## src/assert_macros.svh

```systemverilog
// Assertion macros used by the top-level RTL file
`ifndef ASSERT_MACROS_SVH
`define ASSERT_MACROS_SVH

// Property checked at every rising edge, ignored while reset is low
`define ASSERT_CLK(label, clk, rst_n, prop) \
    label: assert property (@(posedge clk) disable iff (!(rst_n)) (prop)) \
        else $error("assertion failed");

// Condition that must never be seen outside reset
`define ASSERT_NEVER(label, clk, rst_n, cond) \
    `ASSERT_CLK(label, clk, rst_n, !(cond))

`endif

```

## src/lpb_pkg.sv

```systemverilog
// Package: types, codes and reset constants of the long-press button control
`default_nettype none
package lpb_pkg;

    localparam int unsigned TS_W   = 32;
    localparam int unsigned THR_W  = 16;
    localparam int unsigned MODE_W = 3;
    localparam int unsigned ACT_W  = 3;

    localparam logic [THR_W-1:0] SHORT_PRESS_RST = 16'd2000;
    localparam logic [THR_W-1:0] LONG_PRESS_RST  = 16'd5000;

    // configuration register indexes
    localparam logic REG_SHORT_PRESS = 1'b0;
    localparam logic REG_LONG_PRESS  = 1'b1;

    // action codes
    localparam logic [ACT_W-1:0] ACT_NONE    = 3'd0;
    localparam logic [ACT_W-1:0] ACT_MODE    = 3'd1;
    localparam logic [ACT_W-1:0] ACT_WEBPAIR = 3'd2;
    localparam logic [ACT_W-1:0] ACT_ZBPAIR  = 3'd3;
    localparam logic [ACT_W-1:0] ACT_NOPAIR  = 3'd4;

    // mode codes
    localparam logic [MODE_W-1:0] MODE_PORTAL    = 3'd0;
    localparam logic [MODE_W-1:0] MODE_BROKER_HA = 3'd2;
    localparam logic [MODE_W-1:0] MODE_MESH      = 3'd3;

    typedef struct packed {
        logic [THR_W-1:0] short_ms;
        logic [THR_W-1:0] long_ms;
    } t_cfg;

    typedef struct packed {
        logic             prev_level;
        logic [TS_W-1:0]  press_start;
        logic [TS_W-1:0]  press_duration;
        logic             blink;
        logic             red;
        logic             green;
    } t_state;

    typedef struct packed {
        logic              button_level;
        logic [TS_W-1:0]   now_ms;
        logic [MODE_W-1:0] current_mode;
        logic              link_up;
    } t_poll;

    typedef struct packed {
        logic              red_led;
        logic              green_led;
        logic              green_flash;
        logic [ACT_W-1:0]  action;
        logic [MODE_W-1:0] new_mode;
        logic              drop_link;
    } t_result;

    localparam t_state STATE_RST = '{
        prev_level:     1'b1,
        press_start:    '0,
        press_duration: '0,
        blink:          1'b0,
        red:            1'b0,
        green:          1'b0
    };

endpackage
`default_nettype wire

```

## src/lpb_cfg.sv

```systemverilog
// Threshold registers written through the configuration port
`default_nettype none
module lpb_cfg (
    input  wire logic                      i_clk,
    input  wire logic                      i_rst_n,
    input  wire logic                      i_cfg_we,
    input  wire logic                      i_cfg_index,
    input  wire logic [lpb_pkg::THR_W-1:0] i_cfg_data,
    output lpb_pkg::t_cfg                  o_cfg
);
    import lpb_pkg::*;

    t_cfg r_cfg;

    always_ff @(posedge i_clk) begin
        if (!i_rst_n) begin
            r_cfg.short_ms <= SHORT_PRESS_RST;
            r_cfg.long_ms  <= LONG_PRESS_RST;
        end else if (i_cfg_we) begin
            unique case (i_cfg_index)
                REG_SHORT_PRESS: r_cfg.short_ms <= i_cfg_data;
                REG_LONG_PRESS:  r_cfg.long_ms  <= i_cfg_data;
                default:         r_cfg <= r_cfg;
            endcase
        end
    end

    assign o_cfg = r_cfg;

endmodule
`default_nettype wire

```

## src/lpb_step.sv

```systemverilog
// Per-poll logic: press timing, LED blink and release classification
`default_nettype none
module lpb_step (
    input  wire lpb_pkg::t_cfg   i_cfg,
    input  wire lpb_pkg::t_state i_state,
    input  wire lpb_pkg::t_poll  i_poll,
    output lpb_pkg::t_state      o_state,
    output lpb_pkg::t_result     o_result
);
    import lpb_pkg::*;

    logic [TS_W-1:0] held_dur;
    logic            held_long;
    logic            held_short;
    logic            rel_long;
    logic            rel_short;
    logic            low_mode;
    logic [TS_W-1:0] short_ext;
    logic [TS_W-1:0] long_ext;

    assign short_ext  = {{(TS_W-THR_W){1'b0}}, i_cfg.short_ms};
    assign long_ext   = {{(TS_W-THR_W){1'b0}}, i_cfg.long_ms};
    assign held_dur   = i_poll.now_ms - i_state.press_start;
    assign held_long  = held_dur > long_ext;
    assign held_short = held_dur > short_ext;
    // release uses the duration from the last held poll
    assign rel_long   = i_state.press_duration > long_ext;
    assign rel_short  = i_state.press_duration > short_ext;
    assign low_mode   = i_poll.current_mode <= MODE_BROKER_HA;

    always_comb begin
        o_state              = i_state;
        o_result.green_flash = 1'b0;
        o_result.action      = ACT_NONE;
        o_result.new_mode    = i_poll.current_mode;
        o_result.drop_link   = 1'b0;

        if (!i_poll.button_level) begin
            o_result.green_flash = i_state.prev_level;
            o_state.prev_level     = 1'b0;
            o_state.press_duration = held_dur;
            if (held_long) begin
                o_state.blink = ~i_state.blink;
                o_state.red   = ~i_state.blink;
                o_state.green = 1'b0;
            end else if (held_short) begin
                o_state.blink = ~i_state.blink;
                o_state.red   = 1'b0;
                o_state.green = ~i_state.blink;
            end else begin
                o_state.red   = 1'b0;
                o_state.green = 1'b0;
            end
        end else begin
            if (!i_state.prev_level) begin
                if (rel_long) begin
                    o_result.action = ACT_MODE;
                    if (low_mode) begin
                        o_result.new_mode = MODE_MESH;
                        o_state.red       = 1'b1;
                        o_state.green     = 1'b0;
                    end else begin
                        o_result.new_mode = MODE_PORTAL;
                        o_state.red       = 1'b0;
                        o_state.green     = 1'b1;
                    end
                end else begin
                    if (rel_short) begin
                        if (low_mode) begin
                            o_result.action    = ACT_WEBPAIR;
                            o_result.drop_link = i_poll.link_up;
                        end else if (i_poll.current_mode == MODE_MESH) begin
                            o_result.action = ACT_ZBPAIR;
                        end else begin
                            o_result.action = ACT_NOPAIR;
                        end
                    end
                    o_state.red   = 1'b0;
                    o_state.green = 1'b0;
                end
            end
            o_state.prev_level  = 1'b1;
            o_state.press_start = i_poll.now_ms;
        end

        o_result.red_led   = o_state.red;
        o_result.green_led = o_state.green;
    end

endmodule
`default_nettype wire

```

## src/long_press_button_mode_control.sv

```systemverilog
// Top level: long-press button mode control with registered result stage
//
//  channel   direction  handshake                   payload
//  poll      in         i_in_valid / o_in_ready     button_level, now_ms, current_mode, link_up
//  result    out        o_out_valid / i_out_ready   red_led, green_led, green_flash, action,
//                                                   new_mode, drop_link
//  config    in         i_cfg_we (no wait)          i_cfg_index, i_cfg_data
//
// One poll per cycle while results are taken; its result shows in the cycle after the poll is taken.
// The rate is set by the single result register, which frees in the cycle it is read.
// A held result stalls the poll side until the result is taken.
// Reset: thresholds 2000 / 5000 ms, button released, LED state bits and blink bit cleared.
`default_nettype none
`include "assert_macros.svh"
module long_press_button_mode_control (
    input  wire logic                       i_clk,
    input  wire logic                       i_rst_n,
    input  wire logic                       i_cfg_we,
    input  wire logic                       i_cfg_index,
    input  wire logic [lpb_pkg::THR_W-1:0]  i_cfg_data,
    input  wire logic                       i_in_valid,
    output logic                            o_in_ready,
    input  wire logic                       i_button_level,
    input  wire logic [lpb_pkg::TS_W-1:0]   i_now_ms,
    input  wire logic [lpb_pkg::MODE_W-1:0] i_current_mode,
    input  wire logic                       i_link_up,
    output logic                            o_out_valid,
    input  wire logic                       i_out_ready,
    output logic                            o_red_led,
    output logic                            o_green_led,
    output logic                            o_green_flash,
    output logic [lpb_pkg::ACT_W-1:0]       o_action,
    output logic [lpb_pkg::MODE_W-1:0]      o_new_mode,
    output logic                            o_drop_link
);
    import lpb_pkg::*;

    t_cfg    cfg;
    t_poll   poll;
    t_state  r_state;
    t_state  n_state;
    t_result n_result;
    t_result r_result;
    logic    r_out_valid;
    logic    in_take;

    lpb_cfg u_cfg (
        .i_clk       (i_clk),
        .i_rst_n     (i_rst_n),
        .i_cfg_we    (i_cfg_we),
        .i_cfg_index (i_cfg_index),
        .i_cfg_data  (i_cfg_data),
        .o_cfg       (cfg)
    );

    assign poll.button_level = i_button_level;
    assign poll.now_ms       = i_now_ms;
    assign poll.current_mode = i_current_mode;
    assign poll.link_up      = i_link_up;

    lpb_step u_step (
        .i_cfg    (cfg),
        .i_state  (r_state),
        .i_poll   (poll),
        .o_state  (n_state),
        .o_result (n_result)
    );

    assign o_in_ready = !r_out_valid || i_out_ready;
    assign in_take    = i_in_valid && o_in_ready;

    always_ff @(posedge i_clk) begin
        if (!i_rst_n) begin
            r_state     <= STATE_RST;
            r_out_valid <= 1'b0;
        end else begin
            if (in_take) begin
                r_state <= n_state;
            end
            if (o_in_ready) begin
                r_out_valid <= i_in_valid;
            end
        end
    end

    always_ff @(posedge i_clk) begin
        if (in_take) begin
            r_result <= n_result;
        end
    end

    assign o_out_valid   = r_out_valid;
    assign o_red_led     = r_result.red_led;
    assign o_green_led   = r_result.green_led;
    assign o_green_flash = r_result.green_flash;
    assign o_action      = r_result.action;
    assign o_new_mode    = r_result.new_mode;
    assign o_drop_link   = r_result.drop_link;

    `ASSERT_CLK(a_stall_blocks_in, i_clk, i_rst_n, (r_out_valid && !i_out_ready) |-> !o_in_ready)
    `ASSERT_CLK(a_take_gives_out, i_clk, i_rst_n, in_take |=> r_out_valid)
    `ASSERT_CLK(a_drop_only_webpair, i_clk, i_rst_n,
                (r_out_valid && r_result.drop_link) |-> (r_result.action == ACT_WEBPAIR))
    `ASSERT_NEVER(a_flash_no_action, i_clk, i_rst_n,
                  r_out_valid && r_result.green_flash && (r_result.action != ACT_NONE))

endmodule
`default_nettype wire
```

## config.mk

```make
export PLATFORM = sky130hd
export DESIGN_NAME = long_press_button_mode_control
export DESIGN_NICKNAME = d
export VERILOG_FILES = /design/src/lpb_pkg.sv /design/src/lpb_cfg.sv /design/src/lpb_step.sv /design/src/long_press_button_mode_control.sv
export VERILOG_INCLUDE_DIRS = /design/src /design/src/src
export SDC_FILE = /design/constraint.sdc
export NUM_CORES = 1
export LEC_CHECK = 0
export BUFFER_PORTS_ARGS = -buffer_cell sky130_fd_sc_hd__buf_2
export CORE_MARGIN = 2
export CORE_UTILIZATION = 45
export CTS_CLUSTER_SIZE = 24
export DETAILED_ROUTE_END_ITERATION = 16
export PLACE_DENSITY = 0.62
export SLEW_MARGIN = 20
export SYNTH_ARGS = -nofsm -noshare
export SYNTH_HDL_FRONTEND = slang
export SYNTH_SLANG_ARGS = --single-unit
```

## constraint.sdc

```tcl
create_clock -name i_clk -period 4.37 [get_ports i_clk]
set_clock_uncertainty 0.2 [all_clocks]
set_input_delay 0 -clock i_clk [delete_from_list [all_inputs] [get_ports i_clk]]
set_output_delay 0 -clock i_clk [all_outputs]
set_load 0.01 [all_outputs]
```

==> metrics.txt <==
outcome complete, no violations; f_max 0.2460 GHz; GPL Wtd Cong 0.8706; Placed Cells 1236; Detailed Route Iter0 Violations 374; post-synthesis mux area share 0.4389%; setup TNS 0 ns; Least-Margin Pin Slew 0.8327 ns; Max clock buf depth 2; Max H-tree Level 3; Post-Synth XOR/XNOR Area 2.503%; Tmin final 4.064 ns; pin count of the biggest net entering global routing 54; Fill cells 1583; share of post-route cells with drive strength above 1 10.71%; Rel. slew slack 44.48%; GRT Overall Usage 22.26%; RSZ-0062 raised after global routing false; R2R setup slack 0.31 ns; compound-cell area share of the yosys netlist 25.18%; Worst-Skew Late Latency 0.37 ns; largest family of logic cells by synthesized area compound AO/OA/AOI/OAI gates; adder-cell area share of the yosys netlist 15.70%; Post-Syn Area 7697 um^2; # port buffers 70; P&R area growth vs syn 19.55%; Hold Fails Final Rpt 0; Core Util, Final 55.30%; vias in the first global route 6666; DP HPWL 15010 um; Reg area 2322 um^2; initial antenna violation count 0; clock slew at reported path FFs 0.07 ns; Max Transition Viols Final 0; top cells by count, synth 209 x nand2_1, 101 x dfxtp_1, 95 x ha_1; first-pass GRT wire length 32530 um; mean area per synthesized cell 7.919 um^2; Syn. warnings 0; Die Ht 134.8 um; CP startpoint kind flip-flop; # clock sinks 111; Post-Synthesis Cells 972; syn_nets 1127; Post-Synth Simple-Gate Area 20.66%; hold endpoint u_cfg.o_cfg[21]; CTS tree yes; R2R Path End o_green_led; # IOs 71; setup violators final 0; Antenna Nets Post-Route 0; reg2reg start r_state[35]; GRT overflow 0; Post-synth EDFFs 10; worst path required time 4.29 ns; flops & latches, synth 111; cell accounting for the most synthesized area dfxtp_1; drt via density 5.352; dominant cells by area after synthesis dfxtp_1 26%, ha_1 15%, nand2_1 10%; Static Leak 3.889 nW; worst hold start i_cfg_we; Rows 47; Root Buffer clkbuf_16; core area 16640 um^2; # DRC 0; Worst VDD drop 0.2090 mV; Hold Path Class input pin to flip-flop; Initial Util 46.25%; count leader, synth nand2_1; share of Yosys cell area claimed by the top area cell type 26.27%; WL/cell 15.04 um; register area share after synthesis 30.17%; Die Wd 134.8 um; Final nets 1242; Finished Layout Cells 1312; DIE AREA 18170 um^2; hold depth 4; r2r worst-path depth 18; DR pass1 iterations 5; max cap viols 0; via count 7022; CP endpoint kind flip-flop; diode count 0; PwrDens 306.1 nW/um^2; TritonCTS Buffers 9; period utilization 93.00%; total power 0.002817 W; area of the multi-input gates 5022 um^2; asr flop ratio synth 0%; Routed WL 19730 um; Worst Path Class, Setup flip-flop to flip-flop; worst-path fanout max 6; crit path DAT 3.98 ns; Netlist cell types 60; Top FF cell, synth dfxtp_1
placed cells by master (no fill, tap or decap), drive strengths merged, types with 6 or more instances in the layout:
| cell | n |
|---|---|
| a211oi | 6 |
| a21boi | 78 |
| a21o | 32 |
| a21oi | 54 |
| and2 | 14 |
| buf | 81 |
| clkbuf | 13 |
| dfxtp | 101 |
| dlygate4sd3 | 59 |
| edfxtp | 10 |
| ha | 95 |
| inv | 73 |
| nand2 | 209 |
| nand2b | 11 |
| nand3 | 10 |
| nand4 | 21 |
| nor2 | 34 |
| nor2b | 8 |
| nor3 | 10 |
| nor4 | 9 |
| o211ai | 17 |
| o21a | 16 |
| o21ai | 34 |
| o31ai | 8 |
| xnor2 | 15 |
| xor2 | 7 |
layout make-up:
type                       count  share of cell area, %
multi-input combinational    752                  54.58
timing repair buffer         140                  11.12
sequential                   111                  25.23
clock buffer                  13                  2.610
tap                          220                  2.991
clock inverter                 3                 0.4895
inverter                      73                  2.978
state kept, by name, summed over array words and instances, names as in the netlist:
register and count:
o_green_flash 1, r_state 68, o_green_led 1, o_drop_link 1, o_out_valid 1, o_new_mode 3
o_action 3, o_red_led 1, u_cfg.o_cfg 32
metal layers:
layer	GRT usage (%)	wire, um	vias to the layer above
met3	2.703	756	27
met4	6.959	368	0
met2	36.46	8690	149
met1	30.63	9917	3195
met5	0	0	-
li1	-	-	3651
worst max path at each step:
stage,from,endpoint,depth (start not counted)
finish,r_state[35],o_green_led,18
CTS,r_state[35],r_state[0],18
floorplan,r_state[35],o_green_led,18
global placement,r_state[35],o_green_led,18
global route,r_state[39],o_green_led,19
detailed placement,r_state[35],o_green_led,18
per-stage QoR:
| stage | worst slack [ns] | hold WS, ns | area, um^2 |
|---|---|---|---|
| 3_3_place_gp | 0.2582 | 0.04476 | 8265 |
| 6_report | 0.3057 | 0.04936 | 9203 |
| 4_1_cts | 0.1405 | 0.04093 | 9144 |
| 2_1_floorplan | 0.5514 | -0.06193 | 7697 |
| 3_5_place_dp | 0.1830 | 0.04888 | 8268 |
| 5_1_grt | 0.01144 | 0.1158 | 9203 |
repair_timing:
action	CTS	global route
endpoints found under the hold margin	78	0
resized for setup	0	8
buffers inserted	0	1
setup endpoints to repair	0	5
hold buffers	59	0
kinds of logic (layout without fill, tap and decap cells):
group | after synthesis | in the layout
flip-flops | 111 | 111
multiplexers | 3 | 3
XOR/XNOR | 22 | 22
AO/OA/AOI/OAI | 281 | 281
AND/OR/NAND/NOR | 350 | 350
buffers and inverters | 109 | 229
adder cells (fa/ha/maj) | 96 | 96
power by group:
part / switching (W) / leakage [nW] / internal, W
clock network: 0.000390 / 0.130 / 0.000447
registers: 0.0000321 / 0.927 / 0.00109
logic: 0.000483 / 2.83 / 0.000377
total: 0.000905 / 3.89 / 0.00191
worst max-delay path, stage by stage (launching register included):
cell and delay (ns):
dfxtp_1 0.31, ha_1 0.20, fa_1 0.40, nand2b_1 0.19, a21oi_2 0.24, o211ai_4 0.13, o21a_1 0.22, nor2_1 0.09
nor2_1 0.06, xnor2_1 0.16, ha_1 0.31, nand4_1 0.12, or3_1 0.34, o221a_2 0.29, o21bai_2 0.15, nor4_2 0.06
nand4_2 0.14, or2_1 0.15, nand2_1 0.06
Power figures use the tool's default switching activity.
